===== src/rtl/core/jst_pkg.sv =====
package jst_pkg;

  localparam int MaxDepth = 32;
  localparam int DepthW   = $clog2(MaxDepth + 1);
  localparam int IdxW     = (MaxDepth > 1) ? $clog2(MaxDepth) : 1;

  typedef enum logic [2:0] {
    PH_BEFORE_OPEN  = 3'd0,
    PH_BEFORE_NAME  = 3'd1,
    PH_AFTER_NAME   = 3'd2,
    PH_BEFORE_VALUE = 3'd3,
    PH_AFTER_VALUE  = 3'd4,
    PH_SCALAR       = 3'd5
  } phase_t;

  localparam logic [4:0] SC_NONE       = 5'd0;
  localparam logic [4:0] SC_NAME       = 5'd1;
  localparam logic [4:0] SC_STR        = 5'd4;
  localparam logic [4:0] SC_SIGN       = 5'd7;
  localparam logic [4:0] SC_INT        = 5'd8;
  localparam logic [4:0] SC_FRACT      = 5'd9;
  localparam logic [4:0] SC_EXP        = 5'd10;
  localparam logic [4:0] SC_EXP_SIGN   = 5'd11;
  localparam logic [4:0] SC_EXP_DIGITS = 5'd12;
  localparam logic [4:0] SC_T_START    = 5'd13;
  localparam logic [4:0] SC_T_END      = 5'd16;
  localparam logic [4:0] SC_F_START    = 5'd17;
  localparam logic [4:0] SC_F_END      = 5'd21;
  localparam logic [4:0] SC_N_START    = 5'd22;
  localparam logic [4:0] SC_N_END      = 5'd25;

  localparam logic [3:0] EV_NONE      = 4'd0;
  localparam logic [3:0] EV_OBJ_OPEN  = 4'd1;
  localparam logic [3:0] EV_OBJ_CLOSE = 4'd2;
  localparam logic [3:0] EV_ARR_OPEN  = 4'd3;
  localparam logic [3:0] EV_ARR_CLOSE = 4'd4;
  localparam logic [3:0] EV_NAME      = 4'd5;
  localparam logic [3:0] EV_STRING    = 4'd6;
  localparam logic [3:0] EV_NUMBER    = 4'd7;
  localparam logic [3:0] EV_TRUE      = 4'd8;
  localparam logic [3:0] EV_FALSE     = 4'd9;
  localparam logic [3:0] EV_NULL      = 4'd10;
  localparam logic [3:0] EV_SCALAR    = 4'd11;
  localparam logic [3:0] EV_ERROR     = 4'd12;

  localparam logic [3:0] ER_NONE       = 4'd0;
  localparam logic [3:0] ER_NO_OPENER  = 4'd1;
  localparam logic [3:0] ER_NO_NAME    = 4'd2;
  localparam logic [3:0] ER_NO_COLON   = 4'd3;
  localparam logic [3:0] ER_BAD_START  = 4'd4;
  localparam logic [3:0] ER_BAD_AFTER  = 4'd5;
  localparam logic [3:0] ER_BAD_ESCAPE = 4'd6;
  localparam logic [3:0] ER_BAD_UNI    = 4'd7;
  localparam logic [3:0] ER_BAD_NUMBER = 4'd8;
  localparam logic [3:0] ER_BAD_LIT    = 4'd9;
  localparam logic [3:0] ER_PREMATURE  = 4'd10;
  localparam logic [3:0] ER_TOO_DEEP   = 4'd11;

  // Up to three events per byte
  typedef struct packed {
    logic [1:0]      count;
    logic [2:0][3:0] kind;
    logic [2:0][7:0] data;
    logic [3:0]      err;
  } evset_t;

  function automatic logic [7:0] lit_expect(input logic [4:0] s);
    logic [7:0] r;
    begin
      unique case (s)
        5'd13: r = "r";
        5'd14: r = "u";
        5'd15: r = "e";
        5'd17: r = "a";
        5'd18: r = "l";
        5'd19: r = "s";
        5'd20: r = "e";
        5'd22: r = "u";
        5'd23: r = "l";
        5'd24: r = "l";
        default: r = 8'd0;
      endcase
      return r;
    end
  endfunction

endpackage


===== src/rtl/core/jst_out_queue.sv =====
// Holds up to three events of one byte and hands them out one per transaction.
module jst_out_queue (
  input  logic                       clk,
  input  logic                       rst_n,
  input  logic                       load,
  input  jst_pkg::evset_t            ev,
  input  logic [jst_pkg::DepthW-1:0] depth,
  input  logic [23:0]                line,
  input  logic [15:0]                col,
  input  logic                       done,
  output logic                       busy,
  output logic                       out_valid,
  input  logic                       out_stall,
  output logic [3:0]                 out_event_kind,
  output logic [7:0]                 out_event_data,
  output logic [3:0]                 out_error_code,
  output logic [5:0]                 out_nest_depth,
  output logic [23:0]                out_line_number,
  output logic [15:0]                out_column_number,
  output logic                       out_document_done,
  output logic                       out_last_of_run
);

  logic [1:0]                 cnt_r, pos_r;
  jst_pkg::evset_t            ev_r;
  logic [jst_pkg::DepthW-1:0] depth_r;
  logic [23:0]                line_r;
  logic [15:0]                col_r;
  logic                       done_r;
  logic                       take, last;

  assign out_valid = (cnt_r != 2'd0);
  assign take      = out_valid && !out_stall;
  assign last      = (pos_r + 2'd1 == cnt_r);
  // free for a new byte if empty or its last event leaves now
  assign busy      = out_valid && !(take && last);

  always_ff @(posedge clk) begin
    if (!rst_n) begin
      cnt_r <= 2'd0;
      pos_r <= 2'd0;
    end else if (load) begin
      cnt_r <= ev.count;
      pos_r <= 2'd0;
    end else if (take) begin
      if (last) cnt_r <= 2'd0;
      else pos_r <= pos_r + 2'd1;
    end
  end

  always_ff @(posedge clk) begin
    if (load) begin
      ev_r    <= ev;
      depth_r <= depth;
      line_r  <= line;
      col_r   <= col;
      done_r  <= done;
    end
  end

  always_comb begin
    out_event_kind    = ev_r.kind[pos_r];
    out_event_data    = ev_r.data[pos_r];
    out_error_code    = (ev_r.kind[pos_r] == jst_pkg::EV_ERROR) ? ev_r.err : jst_pkg::ER_NONE;
    out_nest_depth    = 6'(depth_r);
    out_line_number   = line_r;
    out_column_number = col_r;
    out_document_done = done_r;
    out_last_of_run   = last;
  end

`ifndef SYNTHESIS
  a_pos_in_range: assert property (@(posedge clk) disable iff (!rst_n)
    out_valid |-> pos_r < cnt_r) else $error("queue position past count");
  a_no_load_busy: assert property (@(posedge clk) disable iff (!rst_n)
    load |-> !busy) else $error("byte loaded over pending events");
  a_empty_after_last: assert property (@(posedge clk) disable iff (!rst_n)
    (take && last && !load) |=> !out_valid) else $error("queue not drained");
`endif

endmodule


===== src/rtl/core/json_stream_tokenizer_unit.sv =====
// JSON stream tokenizer: takes one byte of JSON text per transaction, one every cycle unless
// in_stall holds it, and emits one to three result transactions per byte (token events,
// decoded name or string bytes, UTF-8 from \u escapes, errors) with row, column and depth.
// A new byte is taken in the cycle in which the last result of the previous byte leaves,
// so a byte that yields several results holds the next byte back until they have all left;
// the three-entry output queue sets this. After an error or the root closing, bytes are
// consumed silently. Nesting depth is bounded by jst_pkg::MaxDepth.
module json_stream_tokenizer_unit (
  input  logic        clk,
  input  logic        rst_n,
  input  logic        cfg_we,
  input  logic        cfg_wdata,
  input  logic        in_valid,
  output logic        in_stall,
  input  logic        in_req_type,
  input  logic [7:0]  in_text_byte,
  input  logic        in_end_of_text,
  output logic        out_valid,
  input  logic        out_stall,
  output logic [3:0]  out_event_kind,
  output logic [7:0]  out_event_data,
  output logic [3:0]  out_error_code,
  output logic [5:0]  out_nest_depth,
  output logic [23:0] out_line_number,
  output logic [15:0] out_column_number,
  output logic        out_document_done,
  output logic        out_last_of_run
);

  localparam int DW = jst_pkg::DepthW;
  localparam int IW = jst_pkg::IdxW;

  logic                     top_kind_r;
  logic [jst_pkg::MaxDepth-1:0] stack_r, stack_nxt;
  logic [DW-1:0]            depth_r, depth_nxt;
  jst_pkg::phase_t          phase_r, phase_nxt;
  logic [4:0]               sc_r, sc_nxt;
  logic [15:0]              uni_r, uni_nxt;
  logic [2:0]               hexc_r, hexc_nxt;
  logic [23:0]              line_r, line_nxt;
  logic [15:0]              col_r, col_nxt;
  logic                     err_r, closed_r, closed_nxt;

  logic            busy, accept, silent, load;
  jst_pkg::evset_t ev;
  logic [3:0]      fc;
  logic [7:0]      c;
  logic            topk, sp, dig, term, hexok;
  logic [3:0]      hv;
  logic [15:0]     cp;

  assign in_stall = busy;
  assign accept   = in_valid && !busy;
  assign silent   = err_r || closed_r;
  assign load     = accept && !silent;
  assign c        = in_text_byte;

  always_comb begin
    topk  = (depth_r == '0 || depth_r > DW'(jst_pkg::MaxDepth)) ? 1'b0
          : stack_r[IW'(depth_r - DW'(1))];
    sp    = (c == 8'h20) || (c >= 8'd9 && c <= 8'd13);
    dig   = (c >= "0" && c <= "9");
    term  = sp || c == "," || c == "]" || c == "}";
    hexok = 1'b1;
    hv    = 4'd0;
    if (dig) hv = 4'(c - "0");
    else if (c >= "a" && c <= "f") hv = 4'(c - "a" + 8'd10);
    else if (c >= "A" && c <= "F") hv = 4'(c - "A" + 8'd10);
    else hexok = 1'b0;
  end

  // Per-byte transition; events collected in order, capped at three
  always_comb begin : step
    logic [4:0]   sub, base;
    logic [3:0]   sk;
    logic [7:0]   d;
    logic         doesc, dopush, dopop, pushk, dofollow;
    ev         = '0;
    fc         = jst_pkg::ER_NONE;
    stack_nxt  = stack_r;
    depth_nxt  = depth_r;
    phase_nxt  = phase_r;
    sc_nxt     = sc_r;
    uni_nxt    = uni_r;
    hexc_nxt   = hexc_r;
    closed_nxt = closed_r;
    sub = 5'd0; base = 5'd0; sk = 4'd0; d = 8'd0;
    doesc = 1'b0; dopush = 1'b0; dopop = 1'b0; pushk = 1'b0; dofollow = 1'b0;
    cp = 16'd0;

    unique case (phase_r)
      jst_pkg::PH_BEFORE_OPEN: begin
        if (c == (top_kind_r ? 8'h5B : 8'h7B)) begin dopush = 1'b1; pushk = top_kind_r; end
        else if (!sp) fc = jst_pkg::ER_NO_OPENER;
      end
      jst_pkg::PH_BEFORE_NAME: begin
        if (c == 8'h22) begin phase_nxt = jst_pkg::PH_SCALAR; sc_nxt = jst_pkg::SC_NAME; end
        else if (c == "}") dopop = 1'b1;
        else if (!sp) fc = jst_pkg::ER_NO_NAME;
      end
      jst_pkg::PH_AFTER_NAME: begin
        if (c == ":") phase_nxt = jst_pkg::PH_BEFORE_VALUE;
        else if (!sp) fc = jst_pkg::ER_NO_COLON;
      end
      jst_pkg::PH_BEFORE_VALUE: begin
        if (!sp) begin
          phase_nxt = jst_pkg::PH_SCALAR;
          if (dig || c == "+" || c == "-" || c == ".") begin
            sc_nxt = dig ? jst_pkg::SC_INT : (c == "." ? jst_pkg::SC_FRACT : jst_pkg::SC_SIGN);
            ev.count = 2'd1; ev.kind[0] = jst_pkg::EV_NUMBER; ev.data[0] = c;
          end else if (c == 8'h22) sc_nxt = jst_pkg::SC_STR;
          else if (c == "t") sc_nxt = jst_pkg::SC_T_START;
          else if (c == "f") sc_nxt = jst_pkg::SC_F_START;
          else if (c == "n") sc_nxt = jst_pkg::SC_N_START;
          else if (c == "{") begin dopush = 1'b1; pushk = 1'b0; end
          else if (c == "[") begin dopush = 1'b1; pushk = 1'b1; end
          else if (c == "]" && topk) dopop = 1'b1;
          else begin phase_nxt = jst_pkg::PH_BEFORE_VALUE; fc = jst_pkg::ER_BAD_START; end
        end
      end
      jst_pkg::PH_AFTER_VALUE: begin
        dofollow = (c == "," || (!topk && c == "}") || (topk && c == "]"));
        if (!dofollow && !sp) fc = jst_pkg::ER_BAD_AFTER;
      end
      jst_pkg::PH_SCALAR: begin
        if (sc_r >= jst_pkg::SC_NAME && sc_r < jst_pkg::SC_SIGN) begin
          base = (sc_r < jst_pkg::SC_STR) ? jst_pkg::SC_NAME : jst_pkg::SC_STR;
          sk   = (sc_r < jst_pkg::SC_STR) ? jst_pkg::EV_NAME : jst_pkg::EV_STRING;
          sub  = sc_r - base;
          if (sub == 5'd0) begin
            if (c == 8'h22) begin
              sc_nxt = jst_pkg::SC_NONE;
              if (base == jst_pkg::SC_NAME) phase_nxt = jst_pkg::PH_AFTER_NAME;
              else begin
                phase_nxt = jst_pkg::PH_AFTER_VALUE;
                ev.count = 2'd1; ev.kind[0] = jst_pkg::EV_SCALAR;
              end
            end else if (c == 8'h5C) sc_nxt = base + 5'd1;
            else begin ev.count = 2'd1; ev.kind[0] = sk; ev.data[0] = c; end
          end else if (sub == 5'd1) begin
            sc_nxt = base;
            doesc  = 1'b1;
            unique case (c)
              8'h22, 8'h5C, 8'h2F, 8'h27: d = c;
              "b": d = 8'd8;
              "f": d = 8'd12;
              "n": d = 8'd10;
              "r": d = 8'd13;
              "t": d = 8'd9;
              "u": begin
                doesc = 1'b0; sc_nxt = base + 5'd2; uni_nxt = 16'd0; hexc_nxt = 3'd0;
              end
              default: begin doesc = 1'b0; sc_nxt = sc_r; fc = jst_pkg::ER_BAD_ESCAPE; end
            endcase
            if (doesc) begin ev.count = 2'd1; ev.kind[0] = sk; ev.data[0] = d; end
          end else begin
            if (!hexok) fc = jst_pkg::ER_BAD_UNI;
            else begin
              cp       = {uni_r[11:0], hv};
              uni_nxt  = cp;
              hexc_nxt = hexc_r + 3'd1;
              if (hexc_r + 3'd1 >= 3'd4) begin
                hexc_nxt = 3'd0;
                sc_nxt   = base;
                ev.kind  = {sk, sk, sk};
                if (cp < 16'h80) begin
                  ev.count = 2'd1; ev.data[0] = cp[7:0];
                end else if (cp < 16'h800) begin
                  ev.count = 2'd2;
                  ev.data[0] = {3'b110, cp[10:6]};
                  ev.data[1] = {2'b10, cp[5:0]};
                end else begin
                  ev.count = 2'd3;
                  ev.data[0] = {4'b1110, cp[15:12]};
                  ev.data[1] = {2'b10, cp[11:6]};
                  ev.data[2] = {2'b10, cp[5:0]};
                end
              end
            end
          end
        end else if (sc_r >= jst_pkg::SC_SIGN && sc_r <= jst_pkg::SC_EXP_DIGITS) begin
          ev.count = 2'd1; ev.kind[0] = jst_pkg::EV_NUMBER; ev.data[0] = c;
          priority if (sc_r == jst_pkg::SC_SIGN) begin
            if (dig) sc_nxt = jst_pkg::SC_INT;
            else if (c == ".") sc_nxt = jst_pkg::SC_FRACT;
            else fc = jst_pkg::ER_BAD_NUMBER;
          end else if (sc_r == jst_pkg::SC_INT || sc_r == jst_pkg::SC_FRACT) begin
            if (dig) sc_nxt = sc_r;
            else if (c == "." && sc_r == jst_pkg::SC_INT) sc_nxt = jst_pkg::SC_FRACT;
            else if (c == "e" || c == "E") sc_nxt = jst_pkg::SC_EXP;
            else if (term) begin ev.kind[0] = jst_pkg::EV_SCALAR; ev.data[0] = 8'd0;
              dofollow = 1'b1; end
            else fc = jst_pkg::ER_BAD_NUMBER;
          end else if (sc_r == jst_pkg::SC_EXP) begin
            if (c == "+" || c == "-") sc_nxt = jst_pkg::SC_EXP_SIGN;
            else if (dig) sc_nxt = jst_pkg::SC_EXP_DIGITS;
            else fc = jst_pkg::ER_BAD_NUMBER;
          end else if (sc_r == jst_pkg::SC_EXP_SIGN) begin
            if (dig) sc_nxt = jst_pkg::SC_EXP_DIGITS;
            else fc = jst_pkg::ER_BAD_NUMBER;
          end else begin
            if (term) begin ev.kind[0] = jst_pkg::EV_SCALAR; ev.data[0] = 8'd0;
              dofollow = 1'b1; end
            else if (!dig) fc = jst_pkg::ER_BAD_NUMBER;
          end
        end else if (sc_r > jst_pkg::SC_EXP_DIGITS && sc_r <= jst_pkg::SC_N_END) begin
          if (sc_r == jst_pkg::SC_T_END || sc_r == jst_pkg::SC_F_END
              || sc_r == jst_pkg::SC_N_END) begin
            if (term) begin
              ev.count = 2'd1; ev.kind[0] = jst_pkg::EV_SCALAR; dofollow = 1'b1;
            end else fc = jst_pkg::ER_BAD_LIT;
          end else if (c != jst_pkg::lit_expect(sc_r)) fc = jst_pkg::ER_BAD_LIT;
          else begin
            sc_nxt = sc_r + 5'd1;
            if (sc_r + 5'd1 == jst_pkg::SC_T_END) begin
              ev.count = 2'd1; ev.kind[0] = jst_pkg::EV_TRUE; end
            else if (sc_r + 5'd1 == jst_pkg::SC_F_END) begin
              ev.count = 2'd1; ev.kind[0] = jst_pkg::EV_FALSE; end
            else if (sc_r + 5'd1 == jst_pkg::SC_N_END) begin
              ev.count = 2'd1; ev.kind[0] = jst_pkg::EV_NULL; end
          end
        end else fc = jst_pkg::ER_BAD_START;
      end
      default: fc = jst_pkg::ER_BAD_START;
    endcase

    if (dofollow) begin
      sc_nxt = jst_pkg::SC_NONE;
      if (c == ",") phase_nxt = topk ? jst_pkg::PH_BEFORE_VALUE : jst_pkg::PH_BEFORE_NAME;
      else if ((!topk && c == "}") || (topk && c == "]")) dopop = 1'b1;
      else phase_nxt = jst_pkg::PH_AFTER_VALUE;
    end

    if (dopush) begin
      if (depth_r >= DW'(jst_pkg::MaxDepth)) fc = jst_pkg::ER_TOO_DEEP;
      else begin
        stack_nxt[IW'(depth_r)] = pushk;
        depth_nxt = depth_r + DW'(1);
        sc_nxt    = jst_pkg::SC_NONE;
        phase_nxt = pushk ? jst_pkg::PH_BEFORE_VALUE : jst_pkg::PH_BEFORE_NAME;
        ev.count  = 2'd1;
        ev.kind[0] = pushk ? jst_pkg::EV_ARR_OPEN : jst_pkg::EV_OBJ_OPEN;
        ev.data[0] = 8'd0;
      end
    end

    if (dopop) begin
      depth_nxt = (depth_r != '0) ? depth_r - DW'(1) : depth_r;
      ev.kind[ev.count] = topk ? jst_pkg::EV_ARR_CLOSE : jst_pkg::EV_OBJ_CLOSE;
      ev.data[ev.count] = 8'd0;
      ev.count = ev.count + 2'd1;
      sc_nxt   = jst_pkg::SC_NONE;
      if (depth_nxt == '0) closed_nxt = 1'b1;
      else phase_nxt = jst_pkg::PH_AFTER_VALUE;
    end

    if (fc == jst_pkg::ER_NONE && in_end_of_text && !closed_nxt) fc = jst_pkg::ER_PREMATURE;
    if (fc != jst_pkg::ER_NONE) begin
      ev = '0;
      ev.count = 2'd1; ev.kind[0] = jst_pkg::EV_ERROR; ev.err = fc;
    end else if (ev.count == 2'd0) begin
      ev.count = 2'd1;
    end
  end

  always_comb begin
    col_nxt  = (col_r < 16'hFFFF) ? col_r + 16'd1 : col_r;
    line_nxt = line_r;
    if (c == 8'h0A) begin
      col_nxt = 16'd0;
      if (line_r < 24'hFFFFFF) line_nxt = line_r + 24'd1;
    end
  end

  always_ff @(posedge clk) begin
    if (!rst_n) begin
      top_kind_r <= 1'b0;
      stack_r    <= '0;
      depth_r    <= '0;
      phase_r    <= jst_pkg::PH_BEFORE_OPEN;
      sc_r       <= jst_pkg::SC_NONE;
      uni_r      <= 16'd0;
      hexc_r     <= 3'd0;
      line_r     <= 24'd0;
      col_r      <= 16'd0;
      err_r      <= 1'b0;
      closed_r   <= 1'b0;
    end else begin
      if (cfg_we) top_kind_r <= cfg_wdata;
      if (load) begin
        line_r <= line_nxt;
        col_r  <= col_nxt;
        if (fc != jst_pkg::ER_NONE) err_r <= 1'b1;
        // an error leaves the rest of the state as it was; it is never used again
        else begin
          stack_r  <= stack_nxt;
          depth_r  <= depth_nxt;
          phase_r  <= phase_nxt;
          sc_r     <= sc_nxt;
          uni_r    <= uni_nxt;
          hexc_r   <= hexc_nxt;
          closed_r <= closed_nxt;
        end
      end
    end
  end

  // depth and done after the byte: a premature end still reports the depth it reached
  jst_out_queue u_queue (
    .clk               (clk),
    .rst_n             (rst_n),
    .load              (load),
    .ev                (ev),
    .depth             (depth_nxt),
    .line              (line_nxt),
    .col               (col_nxt),
    .done              (closed_nxt),
    .busy              (busy),
    .out_valid         (out_valid),
    .out_stall         (out_stall),
    .out_event_kind    (out_event_kind),
    .out_event_data    (out_event_data),
    .out_error_code    (out_error_code),
    .out_nest_depth    (out_nest_depth),
    .out_line_number   (out_line_number),
    .out_column_number (out_column_number),
    .out_document_done (out_document_done),
    .out_last_of_run   (out_last_of_run)
  );

  logic unused_req;
  assign unused_req = in_req_type;

`ifndef SYNTHESIS
  a_depth_bound: assert property (@(posedge clk) disable iff (!rst_n)
    depth_r <= DW'(jst_pkg::MaxDepth)) else $error("depth past stack size");
  a_sticky_err: assert property (@(posedge clk) disable iff (!rst_n)
    err_r |=> err_r) else $error("error flag cleared");
  a_silent_frozen: assert property (@(posedge clk) disable iff (!rst_n)
    silent |=> $stable(col_r) && $stable(line_r)) else $error("position moved when silent");
  a_closed_depth: assert property (@(posedge clk) disable iff (!rst_n)
    closed_r |-> depth_r == '0) else $error("closed with open depth");
`endif

endmodule


===== config.mk =====
export PLATFORM = sky130hd
export DESIGN_NAME = json_stream_tokenizer_unit
export DESIGN_NICKNAME = d
export VERILOG_FILES = /design/src/rtl/core/jst_pkg.sv /design/src/rtl/core/jst_out_queue.sv /design/src/rtl/core/json_stream_tokenizer_unit.sv
export SDC_FILE = /design/constraint.sdc
export NUM_CORES = 1
export LEC_CHECK = 0
export BUFFER_PORTS_ARGS = -buffer_cell sky130_fd_sc_hd__buf_2
export CORE_UTILIZATION = 65
export DETAILED_ROUTE_END_ITERATION = 10
export PLACE_DENSITY = 0.88
export SLEW_MARGIN = 25
export SYNTH_ARGS = -nofsm -noshare
export SYNTH_HDL_FRONTEND = slang
export SYNTH_SLANG_ARGS = --single-unit

===== constraint.sdc =====
create_clock -name clk -period 8.2 [get_ports clk]
set_input_delay 0.41 -clock clk [delete_from_list [all_inputs] [get_ports clk]]
set_output_delay 0.41 -clock clk [all_outputs]
set_load 0.1 [all_outputs]

# Yosys cells after proc, flatten, opt, wreduce, memory -nomap -nowiden
# Memory sizes are Yosys's and may differ from the RTL's. A register that Yosys moved wholly into a read port is not among the register bits.
# Cells that the tools add are included.
dict set report op_classes {
  n_addsub 16
  n_lt_le_gt_ge 28
  n_eq_ne 46
  n_mux 300
  n_bitwise 7
  reduce_logical 67
}
# operator count
set ops {}
lappend ops {{8-bit 2-to-1 mux} 32}
lappend ops {{4-bit 2-to-1 mux} 55}
lappend ops {{5-bit 2-to-1 mux} 35}
lappend ops {{3-bit 2-to-1 mux} 44}
lappend ops {{38-bit 2-to-1 mux} 3}
lappend ops {{16-bit 2-to-1 mux} 7}
lappend ops {{8-bit by 7-bit equality test with 1-bit output (second input constant)} 13}
lappend ops {{8-bit by 6-bit equality test with 1-bit output (second input constant)} 9}
lappend ops {{1-bit 2-to-1 mux} 69}
lappend ops {{2-bit 2-to-1 mux} 24}
lappend ops {{24-bit 2-to-1 mux} 2}
lappend ops {{8-bit one-hot mux with 6 select lines} 1}
lappend ops {{12-bit 2-to-1 mux} 3}
lappend ops {{32-bit bitwise mux} 1}
lappend ops {{5-bit equality test (second input constant)} 6}
lappend ops {{6-bit 2-to-1 mux} 5}
lappend ops {{24-bit by 1-bit adder with 24-bit output (second input constant)} 1}
lappend ops {{24-bit AND} 1}
lappend ops {{24-bit < comparator (second input constant)} 1}
lappend ops {{24-bit NOT} 1}
lappend ops {{4-bit one-hot mux with 6 select lines} 1}
lappend ops {{5-bit by 4-bit equality test with 1-bit output (second input constant)} 4}
lappend ops {{1-bit logical AND} 20}
lappend ops {{1-bit logical OR} 17}
lappend ops {{other kinds (75)} 109}
dict set report word_totals {
  ff_bits 195
  mem_bits_ro 224
  in_bits 16
  out_inout_bits 66
  word_cells 489
  memories 1
}
# memory words word_bits read_ports rd_clocked_by_memory_dff write_ports line_no
set mem_list {}
lappend mem_list {{(name not given)} 32 7 1 1 0 jst_pkg.sv:70} ;# unique case (s)

# Longest topological paths before layout
dict set report depth {
  ltp_word 28
  depth_mapped 23
  ltp_nobuf 21
}

# Hierarchy
# Synthesis repeated with hierarchy kept, for this count alone.
dict set report unflattened {
  hier_cells 1509
  hier_area_um2 12909.9
}
# mod n_inst cells_each area_each_um2 seq_area_each_um2
set modules_own_cells {}
lappend modules_own_cells {json_stream_tokenizer_unit 1 1338 9663.0 2202.1}
lappend modules_own_cells {jst_out_queue 1 171 3246.9 2692.6}

# Worst setup path after synthesis
# No wires, ideal clock.
dict set report synth_timing {
  path_type {flip-flop to flip-flop}
  start {register u_queue.pos_r[0]}
  end {register u_queue.ev_r[0] (netlist bit) (enable)}
  setup_time_ns 0.479
  arrival_time_ns 6.510
  required_ns 7.721
  slack_ns 1.211
  stages_incl_launch_ff 10
  n_path_buf 3
  period_less_slack_ns 6.989
  cell_sequence {dfxtp_1 clkbuf_1 nand2b_1 o21ai_0 nand2b_1 nand2_1 nand3_1 inv_1 clkbuf_1 clkbuf_1}
}
dict set report synth_between {
  elab_chain_cells 8
}
# element line_no
set synth_lines {}
lappend synth_lines {{start, declared} jst_out_queue.sv:24} ;# logic [1:0] cnt_r, pos_r;
lappend synth_lines {{start signal, assigned} jst_out_queue.sv:47} ;# else pos_r <= pos_r + 2'd1;
lappend synth_lines {{2-bit by 1-bit adder with 2-bit output} jst_out_queue.sv:34} ;# assign last = (pos_r + 2'd1 == cnt_r);
lappend synth_lines {{2-bit equality test} jst_out_queue.sv:34}
lappend synth_lines {{net out_last_of_run} json_stream_tokenizer_unit.sv:27} ;# output logic out_last_of_run
lappend synth_lines {{1-bit logical AND} jst_out_queue.sv:36} ;# assign busy = out_valid && !(take && last);
lappend synth_lines {{1-bit logical NOT} jst_out_queue.sv:36}
lappend synth_lines {{1-bit logical AND} jst_out_queue.sv:36}
lappend synth_lines {{1-bit logical NOT} json_stream_tokenizer_unit.sv:53} ;# assign accept = in_valid && !busy;
lappend synth_lines {{1-bit logical AND} json_stream_tokenizer_unit.sv:53}
lappend synth_lines {{1-bit logical AND} json_stream_tokenizer_unit.sv:55} ;# assign load = accept && !silent;
lappend synth_lines {{net load} json_stream_tokenizer_unit.sv:44} ;# logic busy, accept, silent, load;
lappend synth_lines {{end signal, assigned} jst_out_queue.sv:53} ;# ev_r <= ev;
lappend synth_lines {{end, declared} jst_out_queue.sv:25} ;# jst_pkg::evset_t ev_r;
# The timed path passes the listed nets, and every way through them passes these cells.
# A chain may end at the register's enable or synchronous reset.

==> run summary <==
top sig layer = met4
Worst setup EP type = flop
Critical Path AT = 7.11 ns
Logic pwr share = 0.146
DR WL/cell = 19.3 um
number of cells after detailed placement = 1716
RSZ-0062 raised after global routing = false
Worst R2R Path Depth = 20
Synth Area in Compound Gates = 0.183
DRC = 0
Seq/Total Area, Yosys = 0.386
WL met2 = 15400 um
Max stage delay on crit path = 0.83 ns
die area = 19600 um2
share of layout cells above drive strength 1 = 0.112
reg2reg start = sc_r[4]
static leakage = 0.00467 uW
vias in the first global route = 10500
clock latency on the worst-skew pair = 0.46 ns
Die Wd = 140 um
critical path required time = 8.59 ns
largest net degree at the start of global routing = 97
Reg clk slew, reported paths = 0.09 ns
Post-Syn Area = 12400 um2
crit path cell chain = nor2_1 > nand2_1 > clkinv_1 > ha_1 > ha_1 > nor2b_1 > nor4_1 > nor4b_1 > nand2_1 > mux2i_1 > o311ai_1 > or2_2 > nor4_4 > o311ai_1 > a22oi_1 > and2_1 > inv_1 > ha_1 > or4b_1 > a31oi_1
# resized after CTS = 0
Util after Layout = 0.720
Nets = 1545
Pint = 1540 uW
final instance area = 13500 um2
Yosys reg bits = 197
cts hold-fix bufs = 0
FP Rows = 50
buffer depth of the longest clock path = 2
NetSw = 773 uW
adder-cell share of the synthesized area = 0.0273
cell with the most instances after synthesis = nor2_1
fillers = 1453
final setup fails = 0
mux cell area share after synthesis = 0.0443
outcome = completed
CP top delay family = simple AND/OR/NAND/NOR gates
Simple-Gate Fraction of Synth Area = 0.266
final WL = 33700 um
largest family of logic cells by synthesized area = simple AND/OR/NAND/NOR gates
GRT Total Usage = 0.349
Main synth FF type = dfxtp_1
wire length on met3 = 2800 um
CP bufs+invs = 2
DR iter-0 viols = 1455
critical path fanouts, max = 15
via count = 11600
Root Driver = clkbuf_16
Area Overhead vs Synth = 8.92%
peak supply drop = 0.160 mV
Max-Cap Viols = 0
Synth async-reset ratio = 0
H-tree Lvls = 4
die height = 140 um
Hold Crit Class = primary input to flop
Hold Crit Endpoint = top_kind_r
reg2reg setup slack = 1.47 ns
Synth cell types = 98
dominant cells by area after synthesis = edfxtp_1 20%, dfxtp_1 18%, nor2_1 5.4%
EDFF count, synth = 83
Slew @ Worst Pin = 1.06 ns
post-route ant nets = 0
global route overflow = 0
HP Start = cfg_wdata
WHS Path Cells = 3
diodes inserted = 0
sequential power share = 0.462
startpoint type of the worst setup path = flop
Switching Fraction = 0.334
leading area contributor after synthesis = edfxtp_1
final non-filler cell total = 1749
setup bufs post-CTS = 0
Max Fclk = 149 MHz
initial antenna violation count = 0
Syn Area/Cell = 8.36 um2
Starting Density = 0.661
dpl hpwl = 23400 um
Slew headroom = 0.292
Pre-antenna DRT Iters = 6
Crit Path Class = flop to flop
most frequent CP cell = ha_1
min Tclk post-route = 6.73 ns
Ports = 82
Final Cycle Share = 0.820
Post-Place Setup Slack = 1.77 ns
Synth top area share = 0.201
Clock power frac = 0.392
Final WS setup = 1.47 ns
clock sinks = 197
TritonCTS clock tree = yes
first-pass GRT wire length = 54400 um
PortBufs = 80
Power per Cell Area = 172 nW/um2
placed instance area = 12800 um2
XOR/XNOR share of the synthesized area = 0.0537
Worst path slowest cell = dfxtp_1
Final Hold Viols = 0
setup TNS = 0 ns
commonest cells in the netlist = 179 x nor2_1, 148 x nand2_1, 119 x a21oi_1
wl on met1 = 14400 um
Final Max Tran Viols = 0
Yosys warning count = 0
gpl congestion = 1.05
post-synthesis cell count = 1479
Syn Nets = 1522
vias per inst = 6.61
Clock Skews = 0.0153 ns
core area = 18700 um2
Inserted Clock Buffers = 17
-- power groups by stage --
| stage | clock network [uW] | registers [uW] | logic [uW] |
|---|---|---|---|
| floorplan | 0 | 1220 | 150 |
| CTS | 907 | 1070 | 333 |
| finish | 906 | 1070 | 338 |
| global route | 956 | 1070 | 350 |
| global placement | 0 | 1090 | 330 |
| detailed placement | 0 | 1090 | 333 |
-- per-stage QoR --
stage	power [uW]	hold WS (ns)
floorplan	1370	0.436
global placement	1420	0.443
detailed placement	1430	0.454
CTS	2310	0.200
global route	2380	0.201
finish	2310	0.189
-- flip-flops by register name (all words and copies together) (netlist names), 3 cells and up, named ones only --
name / flops
u_queue.ev_r: 36
sc_r: 5
uni_r: 12
u_queue.out_nest_depth: 6
stack_r: 32
line_r: 24
phase_r: 3
u_queue.out_column_number: 16
hexc_r: 3
depth_r: 6
u_queue.out_line_number: 24
col_r: 16
-- area by class of cell --
| type | instances | area (um2) | area share |
|---|---|---|---|
| timing repair buffer | 93 | 518 | 0.0384 |
| multi-input combinational | 1161 | 7120 | 0.528 |
| sequential | 197 | 4770 | 0.354 |
| clock buffer | 17 | 425 | 0.0316 |
| clock inverter | 15 | 221 | 0.0164 |
| tap | 234 | 293 | 0.0217 |
| inverter | 32 | 123 | 0.00910 |
-- layout by cell type (no fill, tap or decap), drive strengths merged, types with 8 or more instances in the layout --
master | Yosys | routed
dfxtp | 114 | 114
nor2 | 179 | 179
or3 | 37 | 37
o21ai | 95 | 95
o22ai | 12 | 12
nor3b | 11 | 11
nand3 | 72 | 72
mux2i | 48 | 48
and2 | 23 | 23
nand2b | 16 | 16
o211ai | 8 | 8
a21oi | 119 | 119
clkbuf | 64 | 17
o21a | 8 | 8
buf | 25 | 93
a22oi | 15 | 15
or4 | 9 | 9
ha | 27 | 27
nand4 | 23 | 23
or2 | 14 | 14
nor4 | 14 | 14
xor2 | 40 | 40
nand2 | 148 | 148
a211oi | 14 | 14
and3 | 20 | 20
nor2b | 13 | 13
nor3 | 33 | 33
xnor2 | 35 | 35
edfxtp | 83 | 83
a31oi | 20 | 20
inv | 31 | 42
-- logic make-up after synthesis --
| family | after synthesis |
|---|---|
| compound gates | 360 |
| xor+xnor | 75 |
| fa+ha+maj | 27 |
| buf+inv | 121 |
| flops | 197 |
| mux | 53 |
| simple gates | 646 |
-- how the worst max path moves through the flow --
stage,to,cells after the start,slack [ns],start
6_report,flop,20,1.47,sc_r[4]
3_3_place_gp,flop,20,1.86,sc_r[4]
3_5_place_dp,flop,20,1.77,sc_r[4]
4_1_cts,flop,20,1.72,sc_r[4]
5_1_grt,flop,18,1.11,sc_r[4]
2_1_floorplan,u_queue.ev_r[0],9,1.21,u_queue.pos_r[0]
-- worst register-to-register path: stages (launching register included) --
cell and delay, ns:
dfxtp_1 0.83, nor2_1 0.28, nand2_1 0.31, clkinv_1 0.33, ha_1 0.32, ha_1 0.20
nor2b_1 0.24, nor4_1 0.10, nor4b_1 0.52, nand2_1 0.49, mux2i_1 0.36, o311ai_1 0.17
or2_2 0.39, nor4_4 0.25, o311ai_1 0.14, a22oi_1 0.46, and2_1 0.25, inv_1 0.08
ha_1 0.24, or4b_1 0.52, a31oi_1 0.17
-- layer usage --
metal / global-route usage / up-vias
met1: 0.472 / 5458
met5: 0 / -
li1: - / 5430
met3: 0.0663 / 95
met4: 0.136 / 0
met2: 0.553 / 578
Note: power is estimated with default switching activity, not from simulation.
